$ cat src/hdl/pcb_pkg.sv
// shared types, register codes and saturation helpers for the pid core
package pcb_pkg;

  localparam int MAG_W = 33;
  localparam int PROD_W = 2 * MAG_W;
  localparam int DVD_W = MAG_W + 16;
  localparam int CFG_AW = 5;

  localparam logic [2:0] CFG_PROP_GAIN  = 3'd0;
  localparam logic [2:0] CFG_INTEG_GAIN = 3'd1;
  localparam logic [2:0] CFG_DERIV_GAIN = 3'd2;
  localparam logic [2:0] CFG_FILTER_TAU = 3'd3;
  localparam logic [2:0] CFG_OUT_MIN    = 3'd4;
  localparam logic [2:0] CFG_OUT_MAX    = 3'd5;
  localparam logic [2:0] CFG_INTEG_MIN  = 3'd6;
  localparam logic [2:0] CFG_INTEG_MAX  = 3'd7;

  typedef enum logic [2:0] {
    ST_IDLE,
    ST_MUL,
    ST_PREP,
    ST_DIV,
    ST_UPD,
    ST_OUT
  } pcb_state_t;

  function automatic logic [31:0] sat_mag(input logic neg, input logic [PROD_W-1:0] m);
    logic [31:0] r;
    if (neg) begin
      if ((m[PROD_W-1:32] != '0) || (m[31] && (m[30:0] != '0))) begin
        r = 32'h8000_0000;
      end else begin
        r = ~m[31:0] + 32'd1;
      end
    end else begin
      if (m[PROD_W-1:31] != '0) begin
        r = 32'h7fff_ffff;
      end else begin
        r = m[31:0];
      end
    end
    return r;
  endfunction

  function automatic logic signed [31:0] sat34(input logic signed [33:0] v);
    logic signed [31:0] r;
    if (v > 34'sh0_7fff_ffff) begin
      r = 32'sh7fff_ffff;
    end else if (v < -34'sh0_8000_0000) begin
      r = 32'sh8000_0000;
    end else begin
      r = v[31:0];
    end
    return r;
  endfunction

  function automatic logic signed [31:0] clamp32(input logic signed [31:0] v,
                                                  input logic signed [31:0] lo,
                                                  input logic signed [31:0] hi);
    logic signed [31:0] r;
    if (v < lo) begin
      r = lo;
    end else if (v > hi) begin
      r = hi;
    end else begin
      r = v;
    end
    return r;
  endfunction

  function automatic logic [MAG_W-1:0] abs34(input logic signed [33:0] v);
    logic [33:0] n;
    n = 34'(-v);
    return v[33] ? n[MAG_W-1:0] : v[MAG_W-1:0];
  endfunction

endpackage

$ cat src/hdl/pcb_mul.sv
// bit-serial shift-add multiplier for unsigned magnitudes
module pcb_mul (
  input  logic                        clk,
  input  logic                        rst_n,
  input  logic                        start,
  input  logic [pcb_pkg::MAG_W-1:0]   a,
  input  logic [pcb_pkg::MAG_W-1:0]   b,
  output logic                        busy,
  output logic [pcb_pkg::PROD_W-1:0]  prod
);
  import pcb_pkg::*;

  logic [MAG_W-1:0] a_r, hi_r, lo_r;
  logic [MAG_W-1:0] hi_nxt, lo_nxt;
  logic [5:0]       cnt_r;
  logic             busy_r;
  logic [MAG_W:0]   sum;

  assign sum = {1'b0, hi_r} + (lo_r[0] ? {1'b0, a_r} : '0);
  assign hi_nxt = sum[MAG_W:1];
  assign lo_nxt = {sum[0], lo_r[MAG_W-1:1]};

  always_ff @(posedge clk) begin
    if (!rst_n) begin
      busy_r <= 1'b0;
      cnt_r  <= '0;
    end else if (start) begin
      busy_r <= 1'b1;
      cnt_r  <= 6'(MAG_W);
    end else if (busy_r) begin
      cnt_r <= cnt_r - 6'd1;
      if (cnt_r == 6'd1) begin
        busy_r <= 1'b0;
      end
    end
  end

  always_ff @(posedge clk) begin
    if (start) begin
      a_r  <= a;
      hi_r <= '0;
      lo_r <= b;
    end else if (busy_r) begin
      hi_r <= hi_nxt;
      lo_r <= lo_nxt;
    end
  end

  assign busy = busy_r;
  assign prod = {hi_r, lo_r};
endmodule

$ cat src/hdl/pcb_div.sv
// restoring divider, one quotient bit per cycle
module pcb_div (
  input  logic                       clk,
  input  logic                       rst_n,
  input  logic                       start,
  input  logic [pcb_pkg::DVD_W-1:0]  dvd,
  input  logic [pcb_pkg::MAG_W-1:0]  den,
  output logic                       busy,
  output logic [pcb_pkg::DVD_W-1:0]  quo
);
  import pcb_pkg::*;

  logic [MAG_W-1:0] rem_r, den_r, rem_nxt;
  logic [DVD_W-1:0] q_r;
  logic [MAG_W:0]   sh, diff;
  logic             ge;
  logic [5:0]       cnt_r;
  logic             busy_r;

  assign sh      = {rem_r, q_r[DVD_W-1]};
  assign ge      = sh >= {1'b0, den_r};
  assign diff    = sh - {1'b0, den_r};
  assign rem_nxt = ge ? diff[MAG_W-1:0] : sh[MAG_W-1:0];

  always_ff @(posedge clk) begin
    if (!rst_n) begin
      busy_r <= 1'b0;
      cnt_r  <= '0;
    end else if (start) begin
      busy_r <= 1'b1;
      cnt_r  <= 6'(DVD_W);
    end else if (busy_r) begin
      cnt_r <= cnt_r - 6'd1;
      if (cnt_r == 6'd1) begin
        busy_r <= 1'b0;
      end
    end
  end

  always_ff @(posedge clk) begin
    if (start) begin
      rem_r <= '0;
      q_r   <= dvd;
      den_r <= den;
    end else if (busy_r) begin
      rem_r <= rem_nxt;
      q_r   <= {q_r[DVD_W-2:0], ge};
    end
  end

  assign busy = busy_r;
  assign quo  = q_r;
endmodule

$ cat src/hdl/pid_controller_bandlimited_core.sv
// pid controller top level: apb registers, sequencer and serial arithmetic
//
//  channel | ports                                  | direction
//  in      | in_valid in_stall in_target in_sensed   | transfer into the core
//          | in_step_time                           |
//  out     | out_valid out_stall out_drive           | transfer out of the core
//  cfg     | cfg_psel cfg_penable cfg_pwrite ...     | apb register access
//
// each item runs four parallel bit-serial multiplies, then the serial divide
// that runs beside the integral multiply. reset clears the configuration,
// the accumulators, the state and the output valid flag.
// a new item is taken once the previous one reaches the output register;
// a stalled output holds the core before it writes the next result.
module pid_controller_bandlimited_core (
  input  logic                           clk,
  input  logic                           rst_n,
  input  logic                           in_valid,
  output logic                           in_stall,
  input  logic signed [31:0]             in_target,
  input  logic signed [31:0]             in_sensed,
  input  logic [30:0]                    in_step_time,
  output logic                           out_valid,
  input  logic                           out_stall,
  output logic signed [31:0]             out_drive,
  input  logic                           cfg_psel,
  input  logic                           cfg_penable,
  input  logic                           cfg_pwrite,
  input  logic [pcb_pkg::CFG_AW-1:0]     cfg_paddr,
  input  logic [31:0]                    cfg_pwdata,
  output logic [31:0]                    cfg_prdata,
  output logic                           cfg_pready
);
  import pcb_pkg::*;

  pcb_state_t state_r, state_nxt;

  logic signed [31:0] prop_gain_r, integ_gain_r, deriv_gain_r;
  logic [30:0]        filter_tau_r;
  logic signed [31:0] out_min_r, out_max_r, integ_min_r, integ_max_r;

  logic signed [31:0] integ_acc_r, deriv_acc_r, last_error_r, last_sensed_r;
  logic signed [31:0] out_drive_r;
  logic               out_valid_r;

  logic signed [31:0] error_r, sensed_r;
  logic signed [33:0] esum_r;
  logic [MAG_W-1:0]   den_r;
  logic               nprop_r, nk_r, nt1_r, nt2_r;
  logic signed [31:0] prop_r, k_r, t1_r, t2_r, incr_r, deriv_r;
  logic               nnum_r;

  logic [2:0] cfg_idx;
  logic       cfg_wr;

  logic               accept, mul_start, prep_start, mul_busy, div_busy;
  logic signed [33:0] diff_ts, dm, ts, num;
  logic signed [31:0] error;
  logic [MAG_W-1:0]   a0, b0, a1, b1, a2, b2, a3, b3, den;
  logic [PROD_W-1:0]  p0, p1, p2, p3;
  logic [DVD_W-1:0]   quo;
  logic [MAG_W-1:0]   num_mag;
  logic               busy0, busy1, busy2, busy3;
  logic signed [31:0] integ_new, drive;

  // configuration
  assign cfg_idx    = cfg_paddr[4:2];
  assign cfg_wr     = cfg_psel & cfg_penable & cfg_pwrite;
  assign cfg_pready = 1'b1;

  always_ff @(posedge clk) begin
    if (!rst_n) begin
      prop_gain_r  <= '0;
      integ_gain_r <= '0;
      deriv_gain_r <= '0;
      filter_tau_r <= '0;
      out_min_r    <= '0;
      out_max_r    <= '0;
      integ_min_r  <= '0;
      integ_max_r  <= '0;
    end else if (cfg_wr) begin
      unique case (cfg_idx)
        CFG_PROP_GAIN:  prop_gain_r  <= cfg_pwdata;
        CFG_INTEG_GAIN: integ_gain_r <= cfg_pwdata;
        CFG_DERIV_GAIN: deriv_gain_r <= cfg_pwdata;
        CFG_FILTER_TAU: filter_tau_r <= cfg_pwdata[30:0];
        CFG_OUT_MIN:    out_min_r    <= cfg_pwdata;
        CFG_OUT_MAX:    out_max_r    <= cfg_pwdata;
        CFG_INTEG_MIN:  integ_min_r  <= cfg_pwdata;
        CFG_INTEG_MAX:  integ_max_r  <= cfg_pwdata;
        default: ;
      endcase
    end
  end

  always_comb begin
    unique case (cfg_idx)
      CFG_PROP_GAIN:  cfg_prdata = prop_gain_r;
      CFG_INTEG_GAIN: cfg_prdata = integ_gain_r;
      CFG_DERIV_GAIN: cfg_prdata = deriv_gain_r;
      CFG_FILTER_TAU: cfg_prdata = {1'b0, filter_tau_r};
      CFG_OUT_MIN:    cfg_prdata = out_min_r;
      CFG_OUT_MAX:    cfg_prdata = out_max_r;
      CFG_INTEG_MIN:  cfg_prdata = integ_min_r;
      CFG_INTEG_MAX:  cfg_prdata = integ_max_r;
      default:        cfg_prdata = '0;
    endcase
  end

  // operands at the input transfer
  assign diff_ts = 34'(in_target) - 34'(in_sensed);
  assign error   = sat34(diff_ts);
  assign dm      = 34'(in_sensed) - 34'(last_sensed_r);
  assign ts      = $signed({2'b00, filter_tau_r, 1'b0}) - $signed({3'b000, in_step_time});
  assign den     = {1'b0, filter_tau_r, 1'b0} + {2'b00, in_step_time};

  assign a0 = abs34(34'(prop_gain_r));
  assign b0 = abs34(34'(error));
  assign a1 = prep_start ? abs34(34'(k_r)) : abs34(34'(integ_gain_r));
  assign b1 = prep_start ? abs34(esum_r) : {2'b00, in_step_time};
  assign a2 = abs34(34'(deriv_gain_r));
  assign b2 = abs34(dm);
  assign a3 = abs34(ts);
  assign b3 = abs34(34'(deriv_acc_r));

  pcb_mul u_mul0 (.clk, .rst_n, .start(mul_start), .a(a0), .b(b0), .busy(busy0), .prod(p0));
  pcb_mul u_mul1 (.clk, .rst_n, .start(mul_start | prep_start), .a(a1), .b(b1),
                  .busy(busy1), .prod(p1));
  pcb_mul u_mul2 (.clk, .rst_n, .start(mul_start), .a(a2), .b(b2), .busy(busy2), .prod(p2));
  pcb_mul u_mul3 (.clk, .rst_n, .start(mul_start), .a(a3), .b(b3), .busy(busy3), .prod(p3));

  assign mul_busy = busy0 | busy1 | busy2 | busy3;

  assign num     = 34'(t1_r) + 34'(t2_r);
  assign num_mag = abs34(num);

  pcb_div u_div (
    .clk, .rst_n,
    .start(prep_start),
    .dvd({num_mag, 16'd0}),
    .den(den_r),
    .busy(div_busy),
    .quo(quo)
  );

  // next state
  always_comb begin
    state_nxt = state_r;
    unique case (state_r)
      ST_IDLE: if (in_valid) state_nxt = ST_MUL;
      ST_MUL:  if (!mul_busy) state_nxt = ST_PREP;
      ST_PREP: state_nxt = ST_DIV;
      ST_DIV:  if (!mul_busy && !div_busy) state_nxt = ST_UPD;
      ST_UPD:  state_nxt = ST_OUT;
      ST_OUT:  if (!out_valid_r || !out_stall) state_nxt = ST_IDLE;
      default: state_nxt = ST_IDLE;
    endcase
  end

  // control outputs
  always_comb begin
    in_stall   = (state_r != ST_IDLE);
    accept     = (state_r == ST_IDLE) && in_valid;
    mul_start  = accept;
    prep_start = (state_r == ST_PREP);
  end

  always_ff @(posedge clk) begin
    if (!rst_n) state_r <= ST_IDLE;
    else        state_r <= state_nxt;
  end

  always_ff @(posedge clk) begin
    if (accept) begin
      error_r  <= error;
      sensed_r <= in_sensed;
      esum_r   <= 34'(error) + 34'(last_error_r);
      den_r    <= den;
      nprop_r  <= prop_gain_r[31] ^ error[31];
      nk_r     <= integ_gain_r[31];
      nt1_r    <= ~(deriv_gain_r[31] ^ dm[33]);
      nt2_r    <= ts[33] ^ deriv_acc_r[31];
    end
    if (state_r == ST_MUL && !mul_busy) begin
      prop_r <= sat_mag(nprop_r, PROD_W'(p0[PROD_W-1:16]));
      k_r    <= sat_mag(nk_r, PROD_W'(p1[PROD_W-1:16]));
      t1_r   <= sat_mag(nt1_r, PROD_W'(p2[PROD_W-1:15]));
      t2_r   <= sat_mag(nt2_r, PROD_W'(p3[PROD_W-1:16]));
    end
    if (prep_start) begin
      nnum_r <= num[33];
    end
    if (state_r == ST_DIV && !mul_busy && !div_busy) begin
      incr_r  <= sat_mag(k_r[31] ^ esum_r[33], PROD_W'(p1[PROD_W-1:17]));
      deriv_r <= (den_r == '0) ? 32'sd0 : sat_mag(nnum_r, PROD_W'(quo));
    end
  end

  assign integ_new = clamp32(sat34(34'(integ_acc_r) + 34'(incr_r)), integ_min_r, integ_max_r);
  assign drive     = clamp32(sat34(34'(prop_r) + 34'(integ_acc_r) + 34'(deriv_acc_r)),
                             out_min_r, out_max_r);

  always_ff @(posedge clk) begin
    if (!rst_n) begin
      integ_acc_r   <= '0;
      deriv_acc_r   <= '0;
      last_error_r  <= '0;
      last_sensed_r <= '0;
    end else if (state_r == ST_UPD) begin
      integ_acc_r   <= integ_new;
      deriv_acc_r   <= deriv_r;
      last_error_r  <= error_r;
      last_sensed_r <= sensed_r;
    end
  end

  // output register
  always_ff @(posedge clk) begin
    if (!rst_n) begin
      out_valid_r <= 1'b0;
    end else if (state_r == ST_OUT && (!out_valid_r || !out_stall)) begin
      out_valid_r <= 1'b1;
    end else if (!out_stall) begin
      out_valid_r <= 1'b0;
    end
  end

  always_ff @(posedge clk) begin
    if (state_r == ST_OUT && (!out_valid_r || !out_stall)) begin
      out_drive_r <= drive;
    end
  end

  assign out_valid = out_valid_r;
  assign out_drive = out_drive_r;
endmodule

$ cat config.mk
export PLATFORM = sky130hd
export DESIGN_NAME = pid_controller_bandlimited_core
export DESIGN_NICKNAME = d
export VERILOG_FILES = /design/src/hdl/pcb_pkg.sv /design/src/hdl/pcb_mul.sv /design/src/hdl/pcb_div.sv /design/src/hdl/pid_controller_bandlimited_core.sv
export SDC_FILE = /design/constraint.sdc
export NUM_CORES = 2
export LEC_CHECK = 0
export ABC_AREA = 1
export BUFFER_PORTS_ARGS = -buffer_cell sky130_fd_sc_hd__buf_4
export CAP_MARGIN = 20
export CORE_UTILIZATION = 38
export CTS_BUF_LIST = sky130_fd_sc_hd__clkbuf_16
export CTS_CLUSTER_DIAMETER = 100
export CTS_CLUSTER_SIZE = 20
export DETAILED_ROUTE_END_ITERATION = 10
export SLEW_MARGIN = 20
export SYNTH_ARGS = -nofsm -noshare
export SYNTH_HDL_FRONTEND = slang
export SYNTH_SLANG_ARGS = --single-unit
$ cat constraint.sdc
create_clock -name clk -period 11.2 [get_ports clk]
set_clock_uncertainty 0.2 [all_clocks]
set_input_delay 1.68 -clock clk [delete_from_list [all_inputs] [get_ports clk]]
set_output_delay 1.68 -clock clk [all_outputs]
set_load 0.05 [all_outputs]
# Word-level counts from Yosys, hierarchy flattened
# Cells that the tools add are included.
dict set report word_totals {
  ff_bits 1292
  latch_bits 0
  ramBits 0
  rom_bits 0
  input_bits 139
  out_inout_bits 67
  n_memories 0
}
dict set report op_classes {
  add_sub_neg 35
  multipliers 0
  n_div 0
  magnitude_cmp 11
  n_eq_ne 22
  shifts 0
  n_mux 88
  bitwise 18
  n_reduce_logical 61
}
# cell count
set ops {}
lappend ops {{$mux W32} 28}
lappend ops {{$mux W33} 23}
lappend ops {{$pmux W32 S8} 1}
lappend ops {{$neg A32 Y33} 6}
lappend ops {{$add A32 B1 Y32 const B} 6}
lappend ops {{$not A32 Y32} 6}
lappend ops {{$reduce_bool A31 Y1} 6}
lappend ops {{$add A33 B34 Y34} 4}
lappend ops {{$add A32 B32 Y33} 4}
lappend ops {{$neg A33 Y33} 4}
lappend ops {{$mux W49} 2}
lappend ops {{$reduce_bool A19 Y1} 4}
lappend ops {{$reduce_bool A18 Y1} 4}
lappend ops {{$gt A33 B32 Y1 const B} 2}
lappend ops {{$lt A33 B32 Y1 const B} 2}
lappend ops {{$sub A32 B32 Y33} 2}
lappend ops {{$gt A32 B32 Y1} 2}
lappend ops {{$lt A32 B32 Y1} 2}
lappend ops {{$mux W31} 2}
lappend ops {{$mux W6} 10}
lappend ops {{$add A33 B32 Y34} 1}
lappend ops {{$ge A34 B33 Y1} 1}
lappend ops {{$gt A34 B32 Y1 const B} 1}
lappend ops {{$lt A34 B32 Y1 const B} 1}
lappend ops {{other kinds (29)} 111}

# Longest topological paths before layout
dict set report depth {
  depth_word 8
  mapped_depth 38
  depth_no_buf 37
}

# Cells and area by module
# A second synthesis with hierarchy kept.
dict set report hier_totals {
  cells_unflattened 13078
  hier_area_um2 93080.5
}
# mod instances cells_per_inst area_per_inst_um2
set by_module_without_submodules {}
lappend by_module_without_submodules {pid_controller_bandlimited_core 1 8143 58658.8}
lappend by_module_without_submodules {pcb_mul 4 964 6608.8}
lappend by_module_without_submodules {pcb_div 1 1079 7986.4}

# Least setup slack after synthesis
# Ideal clock, no wire load.
dict set report synth_path {
  path_kind {input port to flip-flop}
  start {in in_valid}
  end {reg den_r[0] (enable)}
  arrival_time_ns 8.544
  t_required_ns 10.312
  setup_slack_ns 1.769
  cell_stages 3
  path_buffers 1
  cell_sequence {inv_1 > nor2_1 > clkbuf_1}
}
dict set report synth_between {
  elab_chain_len 1
}
# item line
set synth_rtl {}
lappend synth_rtl {{start: declaration} pid_controller_bandlimited_core.sv:17} ;# input logic in_valid,
lappend synth_rtl {{$logic_and A1 B1 Y1} pid_controller_bandlimited_core.sv:162} ;# accept = (state_r == ST_IDLE) && in_valid;
lappend synth_rtl {{named net accept} pid_controller_bandlimited_core.sv:55} ;# logic accept, mul_start, prep_start, mul_busy, div_busy;
lappend synth_rtl {{end signal: assignment} pid_controller_bandlimited_core.sv:177} ;# den_r <= den;
lappend synth_rtl {{end: declaration} pid_controller_bandlimited_core.sv:47} ;# logic [MAG_W-1:0] den_r;
# The timed path passes the listed nets, and every way through them passes these cells.
# A chain may end at the register's enable or synchronous reset.

# Final worst setup path
dict set report layout_path {
  start {reg deriv_acc_r[1]}
  end {reg out_drive_r[28], in the netlist out_drive[28], data pin}
}
dict set report layout_between {
  elab_chain_len 7
  elab_cells_between_ends 9
}
# item line
set layout_rtl {}
lappend layout_rtl {{start: declaration} pid_controller_bandlimited_core.sv:41} ;# logic signed [31:0] integ_acc_r, deriv_acc_r, last_error_r, last_sensed_r;
lappend layout_rtl {{start signal: assignment} pid_controller_bandlimited_core.sv:210} ;# deriv_acc_r <= deriv_r;
lappend layout_rtl {{$add A33 B32 Y34 (*)} pid_controller_bandlimited_core.sv:199} ;# assign drive = clamp32(sat34(34'(prop_r) + 34'(integ_acc_r) + 34'(deriv_acc_r)),
lappend layout_rtl {{$lt A34 B32 Y1} pcb_pkg.sv:49} ;# end else if (v < -34'sh0_8000_0000) begin
lappend layout_rtl {{$mux W32} pcb_pkg.sv:49}
lappend layout_rtl {{$mux W32 (*)} pcb_pkg.sv:47} ;# if (v > 34'sh0_7fff_ffff) begin
lappend layout_rtl {{$gt A32 B32 Y1} pcb_pkg.sv:63} ;# end else if (v > hi) begin
lappend layout_rtl {{$mux W32} pcb_pkg.sv:63}
lappend layout_rtl {{$mux W32 (*)} pcb_pkg.sv:61} ;# if (v < lo) begin
lappend layout_rtl {{named net drive[28]} pid_controller_bandlimited_core.sv:63} ;# logic signed [31:0] integ_new, drive;
lappend layout_rtl {{end signal: assignment} pid_controller_bandlimited_core.sv:229} ;# out_drive_r <= drive;
lappend layout_rtl {{end: declaration} pid_controller_bandlimited_core.sv:42} ;# logic signed [31:0] out_drive_r;
# Mark *: on every way through the listed nets, which the timed path passes. The rest lies on a longest branch.

==> impl_metrics.env <==
export IMPL_seq_area_frac_synth_pct=37.3
export IMPL_netlist_top_cells_count="nand2_1, inv_1, o21ai_0"
export IMPL_synthMostInstantiatedCell="nand2_1"
export IMPL_whs_ps=250
export IMPL_ys_warn_count=0
export IMPL_synth_top_cell_area_share_pct=23.5
export IMPL_critical_path_most_common_cell="nand2_1"
export IMPL_die_w_um=483
export IMPL_drive_above_1_share_pct=4.99
export IMPL_r2r_cells=32
export IMPL_drv_slew=0
export IMPL_relSlewSlack_pct=17.9
export IMPL_p_per_area_nw_per_um2=263
export IMPL_syn_to_final_growth_pct=8.24
export IMPL_synth_area_per_cell_um2=7.57
export IMPL_syn_inst=11600
export IMPL_hpwlAfterDp_um=251000
export IMPL_worst_setup_path_type="reg -> reg"
export IMPL_place_ws_ps=3050
export IMPL_num_nets_final=12300
export IMPL_rsz0062_at_grt="no"
export IMPL_slowest_stage="o21ai_0"
export IMPL_grt_max_degree=213
export IMPL_cts_buffer_depth=3
export IMPL_drtIter0Drc=8822
export IMPL_vias_per_cell=5.56
export IMPL_hold_violations=0
export IMPL_holdPathStages=0
export IMPL_insertion_delay_ps=770
export IMPL_synth_edf_count=688
export IMPL_grt_util_all_layers_pct=26.7
export IMPL_vias=81500
export IMPL_wl_um=320000
export IMPL_gp_congestion=1.02
export IMPL_root_buffer="clkbuf_16"
export IMPL_port_buffers=202
export IMPL_yosys_top_cells_area="edfxtp_1, dfxtp_1, nand2_1"
export IMPL_crit_fanout=33
export IMPL_slowest_delay_ps=1080
export IMPL_grt_overflow=0
export IMPL_firstDrtPassIters=8
export IMPL_post_cts_buffers=0
export IMPL_die_area_um2=233000
export IMPL_ys_seq_elements=1291
export IMPL_leakage_nw=41.7
export IMPL_avgRoutedWirePerCell_um=21.8
export IMPL_instances_no_fill=14700
export IMPL_run_status="finished clean"
export IMPL_synthFlopType="edfxtp_1"
export IMPL_setup_slack_ps=2970
export IMPL_drc_errors=0
export IMPL_htreeDepth=3
export IMPL_num_rows=176
export IMPL_yosys_area_top_type="edfxtp_1"
export IMPL_worstSetupStartpointType="flop"
export IMPL_pin_count=206
export IMPL_cap_violations=0
export IMPL_dieHeight_um=483
export IMPL_finalSetupViolCount=0
export IMPL_synthesis_area_um2=87800
export IMPL_cts_resized_gates=0
export IMPL_antenna_found_initial=21
export IMPL_fin_crit_sh_pct=73.5
export IMPL_finalSetupTns_ps=0
export IMPL_cts_sinks=1291
export IMPL_grt_pass1_wl_um=473000
export IMPL_cts_hold_buf=0
export IMPL_async_flop_share_pct=0
export IMPL_cp_required_ps=11520
export IMPL_dp_cells=14500
export IMPL_peakVddDrop_uv=217
export IMPL_fin_crit_ps=8230
export IMPL_endpoint_kind="flop"
export IMPL_min_path_type="reg -> reg"
export IMPL_timing_fmax_mhz=121
export IMPL_cts_buffers=83
export IMPL_netlist_cell_type_count=82
export IMPL_tightest_slew_ps=1220
export IMPL_grt_pass1_vias=75700
export IMPL_cp_data_arrival_time_ps=8550
export IMPL_start_util_pct=38.2
export IMPL_clkTransAtPathRegs_ps=90
export IMPL_cts_tree="yes"
export IMPL_ant_nets=0
export IMPL_coreArea_um2=230000
## sequential cells by signal (all words and copies together), names as in the netlist, 33 cells and up
signal	flops
u_mul2.a_r	33
u_mul3.lo_r	33
u_mul1.lo_r	33
u_mul1.hi_r	33
u_mul2.lo_r	33
u_mul0.hi_r	33
u_div.quo	49
u_div.rem_r	33
u_mul0.a_r	33
u_mul0.lo_r	33
den_r	33
u_mul3.hi_r	33
u_mul1.a_r	33
u_mul2.hi_r	33
u_div.den_r	33
esum_r	33
## metal layers
metal	up-vias	track usage (%)	wire (µm)
li1	39100	-	-
met1	38700	37.2	142000
met2	3225	41.6	139000
met3	456	3.89	25300
met4	10	9.89	12900
met5	-	0	70
## area by class of cell
class                   count  area [µm²]
repair buffers            308        2380
clock inverters            65         444
multi-input cells        8341       47700
well taps                3026        3790
flip-flops and latches   1291       32700
fillers                 23400      135000
diodes                      7        17.5
clock buffers              87        2180
inverters                1534        5770
## cells by family (layout without fill, tap and decap cells)
group                    Yosys count  count (layout)  synth area share, %
XOR/XNOR                         613             613                 6.12
AND/OR/NAND/NOR                 4214            4214                 20.4
other                              2              12              0.00856
adder cells (fa/ha/maj)          614             614                 9.14
AO/OA/AOI/OAI                   2895            2895                 18.5
flip-flops                      1291            1291                 37.3
buffers and inverters           1962            1994                 8.50
## cells in the final DEF, fill, tap and decap left out, types with 457 or more instances in the layout
| master | instances |
|---|---|
| dfxtp_1 | 603 |
| nor2_1 | 1073 |
| nand2_1 | 2056 |
| ha_1 | 569 |
| nand3_1 | 497 |
| inv_1 | 1549 |
| xor2_1 | 457 |
| edfxtp_1 | 688 |
| a21oi_1 | 965 |
| o21ai_0 | 1238 |
## report_power, final
group / switching (W) / internal (W) / leakage, nW / total, W
clock: 0.00183 / 0.00149 / 1.42 / 0.00332
sequential: 0.00124 / 0.00681 / 11.4 / 0.00805
combinational: 0.00927 / 0.00436 / 28.9 / 0.0136
## worst max-delay path: cells and delay by family (launching register included)
kind                       cells  cell delay (ps)
AOI/OAI and AO/OA              6             2540
adders and majority gates      4             1430
buffers and inverters          5             1120
DFF                            1              320
and+or+nand+nor               17             2340
## metrics by stage
stage	power [W]	instance area, µm²	utilization, %
after CTS	0.0248	94900	41.3
after global routing	0.0269	95000	41.4
after global placement	0.0212	92300	40.2
after floorplan	0.0173	87800	-
final	0.0250	95000	41.4
after detailed placement	0.0214	92300	40.2
## worst paths after layout
path | from | end | slack (ps)
worst max-delay path | deriv_acc_r[1] | out_drive[28] | 2970
worst min-delay path | den_r[29] | u_div.den_r[29] | 250
worst max register to register | deriv_acc_r[1] | out_drive[28] | 2970
worst min register to register | den_r[29] | u_div.den_r[29] | 250
No activity file was read; power rests on OpenSTA's default activity.
